File: config.mk
export PLATFORM = sky130hd
export DESIGN_NAME = utf8_to_ucs2_decoder_core
export DESIGN_NICKNAME = d
export VERILOG_FILES = /design/src/hdl/utd_pkg.sv /design/src/hdl/utd_in_stage.sv /design/src/hdl/utd_decode.sv /design/src/hdl/utd_out_stage.sv /design/src/hdl/utf8_to_ucs2_decoder_core.sv
export SDC_FILE = /design/constraint.sdc
export NUM_CORES = 1
export LEC_CHECK = 0
export ABC_AREA = 0
export BUFFER_PORTS_ARGS = -buffer_cell sky130_fd_sc_hd__buf_2
export CORE_MARGIN = 2
export CORE_UTILIZATION = 51
export CTS_CLUSTER_DIAMETER = 200
export DETAILED_ROUTE_END_ITERATION = 16
export PLACE_DENSITY = 0.85
export SETUP_SLACK_MARGIN = 0.4
export SLEW_MARGIN = 20
export SYNTH_ARGS = -nofsm -noshare
export SYNTH_HDL_FRONTEND = slang
export SYNTH_SLANG_ARGS = --single-unit
File: constraint.sdc
create_clock -name clk -period 5.34 [get_ports clk]
set_clock_uncertainty 0.1 [all_clocks]
set_input_delay 0 -clock clk [delete_from_list [all_inputs] [get_ports clk]]
set_output_delay 0 -clock clk [all_outputs]
set_load 0.01 [all_outputs]
File: src/hdl/utd_pkg.sv
// ----------------------------------------------------------------------------
// utd_pkg
// Shared types, constants and helpers for the utf-8 to ucs-2 decoder.
// ----------------------------------------------------------------------------
package utd_pkg;

    localparam int BYTE_W  = 8;
    localparam int UNIT_W  = 16;
    localparam int COUNT_W = 3;
    localparam int CONT_W  = 6;

    localparam logic [1:0] CONT_TAG = 2'b10;

    typedef struct packed {
        logic              valid;
        logic [UNIT_W-1:0] unit;
        logic              bad;
    } utd_result_t;

    // number of consecutive one bits directly below the top bit
    function automatic logic [COUNT_W-1:0] lead_ones(input logic [BYTE_W-1:0] b);
        logic [COUNT_W-1:0] cnt;
        logic               run;
        cnt = '0;
        run = 1'b1;
        for (int i = BYTE_W - 2; i >= 0; i--)
        begin
            run = run & b[i];
            if (run)
            begin
                cnt = cnt + 1'b1;
            end
        end
        return cnt;
    endfunction

endpackage

File: src/hdl/utd_in_stage.sv
// ----------------------------------------------------------------------------
// utd_in_stage
// Input register for incoming byte requests.
// ----------------------------------------------------------------------------
module utd_in_stage (
    input  logic                        clk,
    input  logic                        rst_n,
    input  logic                        s_axis_tvalid,
    output logic                        s_axis_tready,
    input  logic [utd_pkg::BYTE_W-1:0]  s_axis_tdata,
    input  logic                        s_axis_tlast,
    input  logic                        advance,
    output logic                        byte_valid,
    output logic [utd_pkg::BYTE_W-1:0]  byte_data,
    output logic                        byte_last
);
    import utd_pkg::*;

    logic              valid_reg;
    logic              valid_next;
    logic [BYTE_W-1:0] data_reg;
    logic              last_reg;
    logic              take;

    assign s_axis_tready = !valid_reg || advance;
    assign take          = s_axis_tvalid && s_axis_tready;

    always_comb
    begin
        valid_next = valid_reg;
        if (take)
        begin
            valid_next = 1'b1;
        end
        else if (advance)
        begin
            valid_next = 1'b0;
        end
    end

    always_ff @(posedge clk or negedge rst_n)
    begin
        if (!rst_n)
        begin
            valid_reg <= 1'b0;
        end
        else
        begin
            valid_reg <= valid_next;
        end
    end

    always_ff @(posedge clk)
    begin
        if (take)
        begin
            data_reg <= s_axis_tdata;
            last_reg <= s_axis_tlast;
        end
    end

    assign byte_valid = valid_reg;
    assign byte_data  = data_reg;
    assign byte_last  = last_reg;

endmodule

File: src/hdl/utd_decode.sv
// ----------------------------------------------------------------------------
// utd_decode
// Sequence state and the per-byte decode step.
// ----------------------------------------------------------------------------
module utd_decode (
    input  logic                       clk,
    input  logic                       rst_n,
    input  logic                       advance,
    input  logic [utd_pkg::BYTE_W-1:0] byte_data,
    input  logic                       byte_last,
    output utd_pkg::utd_result_t       result
);
    import utd_pkg::*;

    logic [COUNT_W-1:0] bytes_left_reg;
    logic [COUNT_W-1:0] bytes_left_next;
    logic [UNIT_W-1:0]  value_acc_reg;
    logic [UNIT_W-1:0]  value_acc_next;

    logic [COUNT_W-1:0] count;
    logic [BYTE_W-2:0]  lead_payload;
    logic [UNIT_W-1:0]  shifted_acc;
    logic [COUNT_W-1:0] left_dec;

    assign count        = lead_ones(byte_data);
    assign lead_payload = byte_data[BYTE_W-2:0] & ({(BYTE_W-1){1'b1}} >> count);
    assign shifted_acc  = {value_acc_reg[UNIT_W-CONT_W-1:0], byte_data[CONT_W-1:0]};
    assign left_dec     = bytes_left_reg - 1'b1;

    always_comb
    begin
        bytes_left_next = bytes_left_reg;
        value_acc_next  = value_acc_reg;
        result          = '0;
        if (bytes_left_reg == '0)
        begin
            if (!byte_data[BYTE_W-1])
            begin
                result.valid = 1'b1;
                result.unit  = {{(UNIT_W-BYTE_W){1'b0}}, byte_data};
            end
            else if (count == '0 || byte_last)
            begin
                // stray continuation, or a lead on the final byte
                result.valid    = 1'b1;
                result.bad      = 1'b1;
                bytes_left_next = '0;
                value_acc_next  = '0;
            end
            else
            begin
                value_acc_next  = {{(UNIT_W-BYTE_W+1){1'b0}}, lead_payload};
                bytes_left_next = count;
            end
        end
        else if (byte_data[BYTE_W-1:BYTE_W-2] != CONT_TAG)
        begin
            result.valid    = 1'b1;
            result.bad      = 1'b1;
            bytes_left_next = '0;
            value_acc_next  = '0;
        end
        else if (left_dec == '0)
        begin
            result.valid    = 1'b1;
            result.unit     = shifted_acc;
            bytes_left_next = '0;
            value_acc_next  = '0;
        end
        else if (byte_last)
        begin
            // text ends in mid-sequence
            result.valid    = 1'b1;
            result.bad      = 1'b1;
            bytes_left_next = '0;
            value_acc_next  = '0;
        end
        else
        begin
            bytes_left_next = left_dec;
            value_acc_next  = shifted_acc;
        end
    end

    always_ff @(posedge clk or negedge rst_n)
    begin
        if (!rst_n)
        begin
            bytes_left_reg <= '0;
            value_acc_reg  <= '0;
        end
        else if (advance)
        begin
            bytes_left_reg <= bytes_left_next;
            value_acc_reg  <= value_acc_next;
        end
    end

`ifndef SYNTHESIS
    a_result_ends_sequence: assert property (@(posedge clk) disable iff (!rst_n)
        advance && result.valid |=> bytes_left_reg == '0)
        else $error("state not back at lead byte after a result");

    a_error_unit_zero: assert property (@(posedge clk) disable iff (!rst_n)
        advance && result.bad |-> result.valid && result.unit == '0)
        else $error("error result carries a nonzero code unit");

    a_ascii_passes: assert property (@(posedge clk) disable iff (!rst_n)
        advance && bytes_left_reg == '0 && !byte_data[BYTE_W-1]
            |-> result.valid && !result.bad)
        else $error("single-byte character gave no clean result");

    a_acc_cleared_idle: assert property (@(posedge clk) disable iff (!rst_n)
        $past(advance) && $past(result.valid) |-> value_acc_reg == '0)
        else $error("accumulator not cleared after a result");
`endif

endmodule

File: src/hdl/utd_out_stage.sv
// ----------------------------------------------------------------------------
// utd_out_stage
// Result register driving the output stream.
// ----------------------------------------------------------------------------
module utd_out_stage (
    input  logic                        clk,
    input  logic                        rst_n,
    input  logic                        byte_valid,
    input  utd_pkg::utd_result_t        result,
    output logic                        advance,
    output logic                        m_axis_tvalid,
    input  logic                        m_axis_tready,
    output logic [utd_pkg::UNIT_W-1:0]  m_axis_tdata,
    output logic                        m_axis_tuser
);
    import utd_pkg::*;

    logic              valid_reg;
    logic              valid_next;
    logic [UNIT_W-1:0] unit_reg;
    logic              bad_reg;
    logic              load;

    assign advance = byte_valid && (!valid_reg || m_axis_tready);
    assign load    = advance && result.valid;

    always_comb
    begin
        valid_next = valid_reg;
        if (load)
        begin
            valid_next = 1'b1;
        end
        else if (m_axis_tready)
        begin
            valid_next = 1'b0;
        end
    end

    always_ff @(posedge clk or negedge rst_n)
    begin
        if (!rst_n)
        begin
            valid_reg <= 1'b0;
        end
        else
        begin
            valid_reg <= valid_next;
        end
    end

    always_ff @(posedge clk)
    begin
        if (load)
        begin
            unit_reg <= result.unit;
            bad_reg  <= result.bad;
        end
    end

    assign m_axis_tvalid = valid_reg;
    assign m_axis_tdata  = unit_reg;
    assign m_axis_tuser  = bad_reg;

endmodule

File: src/hdl/utf8_to_ucs2_decoder_core.sv
// Decodes a utf-8 byte stream into 16-bit code units, one byte request per clock
// sustained while m_axis_tready does not hold back a full result register; a result
// passes through the input register, the single decode step and the result register.
// Bytes of a multi-byte sequence give no result until the sequence completes;
// malformed or truncated sequences give one result with bad_sequence set and
// a zero code unit. Code points above 16 bits are cut to their low 16 bits.
// ----------------------------------------------------------------------------
// utf8_to_ucs2_decoder_core
// Top level: input register, decode step with sequence state, result register.
// ----------------------------------------------------------------------------
module utf8_to_ucs2_decoder_core (
    input  logic                        clk,
    input  logic                        rst_n,
    input  logic                        s_axis_tvalid,
    output logic                        s_axis_tready,
    input  logic [utd_pkg::BYTE_W-1:0]  s_axis_tdata,   // [7:0] in_byte
    input  logic                        s_axis_tlast,   // end_of_text
    output logic                        m_axis_tvalid,
    input  logic                        m_axis_tready,
    output logic [utd_pkg::UNIT_W-1:0]  m_axis_tdata,   // [15:0] code_unit
    output logic                        m_axis_tuser    // [0] bad_sequence
);
    import utd_pkg::*;

    logic              advance;
    logic              byte_valid;
    logic [BYTE_W-1:0] byte_data;
    logic              byte_last;
    utd_result_t       result;

    utd_in_stage u_in_stage (
        .clk           (clk),
        .rst_n         (rst_n),
        .s_axis_tvalid (s_axis_tvalid),
        .s_axis_tready (s_axis_tready),
        .s_axis_tdata  (s_axis_tdata),
        .s_axis_tlast  (s_axis_tlast),
        .advance       (advance),
        .byte_valid    (byte_valid),
        .byte_data     (byte_data),
        .byte_last     (byte_last)
    );

    utd_decode u_decode (
        .clk       (clk),
        .rst_n     (rst_n),
        .advance   (advance),
        .byte_data (byte_data),
        .byte_last (byte_last),
        .result    (result)
    );

    utd_out_stage u_out_stage (
        .clk           (clk),
        .rst_n         (rst_n),
        .byte_valid    (byte_valid),
        .result        (result),
        .advance       (advance),
        .m_axis_tvalid (m_axis_tvalid),
        .m_axis_tready (m_axis_tready),
        .m_axis_tdata  (m_axis_tdata),
        .m_axis_tuser  (m_axis_tuser)
    );

endmodule
After elaboration in Yosys (flattened, before gate mapping) --
Index checks and enable logic that the tools add are counted.
Storage, ports and cells: input bits 13, bits in latches 0, RAM bits 0, logic and storage cells 74, flip-flop bits (word level) 41, bits in read-only memories 0, memories kept 0, output and inout bits 19
Cells by class: magnitude comparators 0, eq/ne operators 2, $add $sub $neg 7, shifts and indexed selects 1, $mul 0, divide/modulo/power cells 0, multiplexer cells 35, bitwise gates (word level) 7, reductions and logical operators 14
Operators by type and width (count):
- 10-bit two-way mux | 5
- 3-bit two-way mux | 12
- 16-bit two-way mux | 2
- 3-bit by 1-bit adder with 3-bit output, second input constant | 6
- 18-bit two-way mux | 1
- 7-bit two-way mux | 2
- 1-bit two-way mux | 13
- 3-bit zero test | 3
- 7-bit AND | 1
- 7-bit by 3-bit right shift with 7-bit output, first input constant | 1
- 1-bit AND | 6
- 2-bit inequality test, second input constant | 2
- 2-bit nonzero test | 2
- 1-bit logical AND | 3
- 1-bit logical OR | 3
- 3-bit by 1-bit subtractor with 3-bit output, second input constant | 1
- 1-bit zero test | 2
- 2-bit AND reduction | 1

Logic depth before layout (Yosys ltp) --
depth in word-level cells 20, gate-level depth with buffers 15, mapped depth without buffers 15

By module --
From an unflattened synthesis, not the netlist that was laid out.
Unflattened totals: cells, all modules 189, area, all modules 2218.4 µm²
Modules (own cells, without submodules):
- utd_decode | times used 1, area each 1315.0 µm², sequential area each 325.3 µm², cells an instance 153
- utd_out_stage | times used 1, area each 579.3 µm², sequential area each 535.5 µm², cells an instance 23
- utd_in_stage | times used 1, area each 324.1 µm², sequential area each 295.3 µm², cells an instance 13

Worst setup path before layout --
No wires, ideal clock.
path type register to register, from register u_in_stage.data_reg[4], in the netlist u_in_stage.byte_data[4], to register u_out_stage.unit_reg[0], in the netlist u_out_stage.m_axis_tdata[0], enable pin, period minus slack after synthesis 5081 ps, arrival time 4569 ps, data required time 4827 ps, slack 259 ps, buffers on the path 0, setup time 413 ps, cell stages (with the launch flop) 16, path through edfxtp_1 inv_1 a21boi_0 ha_1 o31a_1 ha_1 mux2_2 ha_1 mux2i_1 a211oi_2 ha_1 a21boi_0 o211ai_2 xnor2_4 a21oi_1 nor3_1
On the way: word-level cells in the longest chain between the ends 16, elaborated cells between the ends (all ways) 20, classes of those cells add/sub (4); mux (8); bitwise (5); reduce/logical (3)
RTL lines:
- start: declaration | line utd_in_stage.sv:21 | logic [BYTE_W-1:0] data_reg;
- start signal: assignment | line utd_in_stage.sv:57 | data_reg <= s_axis_tdata;
- 1-bit AND (*) | line utd_pkg.sv:28 | run = run & b[i];
- 3-bit two-way mux | line utd_pkg.sv:29 | if (run)
- 3-bit by 1-bit adder with 3-bit output | line utd_pkg.sv:31 | cnt = cnt + 1'b1;
- 3-bit two-way mux | line utd_pkg.sv:29
- 3-bit by 1-bit adder with 3-bit output | line utd_pkg.sv:31
- 3-bit two-way mux | line utd_pkg.sv:29
- 3-bit by 1-bit adder with 3-bit output | line utd_pkg.sv:31
- 3-bit two-way mux | line utd_pkg.sv:29
- 3-bit by 1-bit adder with 3-bit output | line utd_pkg.sv:31
- 3-bit two-way mux (*) | line utd_pkg.sv:29
- 3-bit zero test (*) | line utd_decode.sv:42 | else if (count == '0 || byte_last)
- 1-bit logical OR (*) | line utd_decode.sv:42
- 1-bit two-way mux (*) | line utd_decode.sv:42
- 1-bit two-way mux (*) | line utd_decode.sv:37 | if (!byte_data[BYTE_W-1])
- 18-bit two-way mux (*) | line utd_decode.sv:35 | if (bytes_left_reg == '0)
- 1-bit logical AND (*) | line utd_out_stage.sv:25 | assign load = advance && result.valid;
- via u_out_stage.load | line utd_out_stage.sv:22 | logic load;
- end signal: assignment | line utd_out_stage.sv:56 | unit_reg <= result.unit;
- end: declaration | line utd_out_stage.sv:20 | logic [UNIT_W-1:0] unit_reg;
Mark *: on every way through the listed nets, which the timed path passes. The rest lies on a longest branch. A chain may end at the register's enable or synchronous reset.

Final worst setup path --
from register u_in_stage.data_reg[4], in the netlist u_in_stage.byte_data[4], to register u_out_stage.unit_reg[4], in the netlist u_out_stage.m_axis_tdata[4], enable pin
The elaborated chain is that of the path after synthesis.

==> results.cfg <==
[setup_path]
crit_path_end_kind = flip-flop
crit_start = u_in_stage.byte_data[4]
r2r-end = u_out_stage.m_axis_tdata[4]
criticalPathCategory = reg -> reg
critPathLaunchType = flip-flop
cp_data_required_time_ns = 5.23
reg2regPathDepth = 16
worst_ep_arrival_time_ns = 4.47
timing.rr.start = u_in_stage.byte_data[4]
rrSetupSlack_ns = 0.75
crit_fanout = 17

[timing]
tns_ns = 0
finalSetupViolations = 0
slew_violations = 0
max_freq_ghz = 0.218
whs_ns = 0.0311
fin_crit_sh_pct = 85.9
rsz0062_at_grt = no
period_minus_slack_ns = 4.59
hold_violations = 0
max_slew.worst_pin.slew_ns = 0.587
slew_headroom_pct = 60.7

[layout]
syn2layout_area_growth_pct = 20.7
final_cell_mix = buf_2, edfxtp_1, dfrtp_1
antennaDiodeCount = 0
nets = 238
post_route_cells_drive_above_1_share_pct = 25.1
largest_reg_flops = 16
final_common_cell = buf_2

[synthesis]
synth_top_area_share_pct = 37.2
synth_area_leader_cell = edfxtp_1
ys_seq_area_share_pct = 55.1
synth_area_um2 = 2100
synthFlopType = edfxtp_1
synthCells = 170
async_reset_ff_share_pct = 36.6
syn-num-nets = 190
ys_seq_elements = 41
netlist_top_cells_area = edfxtp_1, dfrtp_1, ha_1
ys_types = 57
ys.warnings.count = 0
synth_edf_count = 26
syn_avg_cell_area_um2 = 12.4

[die]
die_y_um = 68.2
io_pins = 32
die-area_um2 = 4650
die_x_um = 68.2
fp-row-count = 23
core_area_um2 = 3970
start_util_pct = 52.9

[routing]
vias = 1436
viasPerCell = 5.34
ant_nets = 0
post-route-drc-count = 0
wl_um = 3870
firstDrtPassIters = 4
drt_iter0_markers = 75
wl_per_cell_um = 14.4

[global_route]
antenna_found_initial = 0
grt_usage_pct = 19.4
grt_pass1_vias = 1375
grt_pass1_wl_um = 6330
grt_start_max_net_pins = 19
grt_overflow = 0

[pwr]
powerDensity_nw_per_um2 = 352
pwr-share-clk_pct = 23.7
leakage_nw = 1.06
seqPwrFrac_pct = 48.4
switchingPower_mw = 0.281
p_int_mw = 0.611
comb_power_share_pct = 27.9
total_power_mw = 0.892
ir_worst_vdd_v = 0.000180
sw_frac_of_total_pct = 31.5

[clocking]
clock_sinks = 41
ctsHoldBuffers = 13
cts_tree = done
root_buffer = clkbuf_8
postCtsSetupRepairBufs = 0
clockBufferDepth = 2
cts_buffers = 5
htree_num_levels = 2
clk_latency_ns = 0.30
cts_resized = 0
path_clk_slew_ns = 0.08

[status]
outcome = complete, no violations

[hold_path]
hold_path.class = in -> async

[placed_design]
dp_hpwl_um = 2720
gp_congestion = 0.906
port-buffer-count = 31

[flow_run]
cap_viol_max_count = 0
## worst max-delay path: stages (launching register included)
cell      delay (ns)
edfxtp_1        0.42
inv_1           0.12
a21boi_0        0.26
ha_1            0.29
o31a_1          0.32
ha_1            0.29
mux2_2          0.27
ha_1            0.27
mux2i_1         0.07
a211oi_2        0.39
ha_1            0.24
a21boi_0        0.10
o211ai_2        0.33
xnor2_4         0.19
a21oi_1         0.14
nor3_2          0.19
buf_4           0.27
## final cells by class
| class | instances | area (um^2) |
|---|---|---|
| fill | 322 | 1440 |
| sequential | 41 | 1160 |
| multi-input combinational | 117 | 898 |
| timing repair buffer | 45 | 293 |
| clock buffer | 7 | 86.3 |
| tap | 50 | 62.6 |
| inverter | 8 | 30.0 |
| clock inverter | 1 | 7.51 |
## metrics by stage
stage | setup WS (ns) | std cells | utilization (%) | area (um^2)
2_1_floorplan | 0.768 | 170 | - | 2100
5_1_grt | 0.494 | 269 | 63.8 | 2530
6_report | 0.753 | 269 | 63.8 | 2530
3_3_place_gp | 1.03 | 248 | 58.0 | 2300
4_1_cts | 0.772 | 269 | 63.7 | 2530
3_5_place_dp | 0.801 | 248 | 58.0 | 2300
## layer usage
metal | track usage [%] | vias to the layer above | wire, um
li1 | - | 730 | -
met1 | 23.4 | 656 | 1690
met2 | 31.6 | 41 | 1900
met3 | 5.76 | 9 | 188
met4 | 9.75 | 0 | 92
met5 | 0 | - | 0
## power by group through the flow
stage / clock [mW] / combinational (mW) / sequential [mW]
final: 0.211 / 0.249 / 0.432
after CTS: 0.216 / 0.249 / 0.432
after global placement: 0 / 0.235 / 0.438
after detailed placement: 0 / 0.241 / 0.438
after global routing: 0.229 / 0.282 / 0.439
after floorplan: 0 / 0.162 / 0.445
## Yosys cell counts (all sizes together) (2+ instances only)
library cell / number
a31oi: 2
nor3b: 2
o21ai: 11
edfxtp: 26
nand2: 12
inv: 8
a22oi: 3
nor2b: 8
nor2: 6
nand2b: 4
buf: 3
or3: 2
a21boi: 4
xnor2: 3
and3b: 2
and2: 10
ha: 7
and3: 4
a22o: 5
dfrtp: 15
nor3: 3
a21oi: 4
nand3: 2
mux2i: 3
and4: 2
## how the worst max path moves through the flow
stage / endpoint / slack, ns
finish: u_out_stage.m_axis_tdata[4] / 0.75
global placement: u_out_stage.m_axis_tdata[4] / 1.03
detailed placement: u_out_stage.m_axis_tdata[1] / 0.80
CTS: u_out_stage.m_axis_tdata[3] / 0.77
global route: u_out_stage.m_axis_tdata[4] / 0.49
floorplan: u_out_stage.m_axis_tdata[0] / 0.77
## logic make-up (layout without fill, tap and decap cells)
logic type	count (synthesis)	after routing	synth area share, %
and+or+nand+nor	62	62	18.6
DFF	41	41	55.1
AOI/OAI and AO/OA	40	40	15.0
buffers and inverters	12	61	2.62
adders and majority gates	7	7	4.17
xor gates and xnor gates	4	4	2.56
muxes	4	4	1.97
No activity file was read; power rests on OpenSTA's default activity.
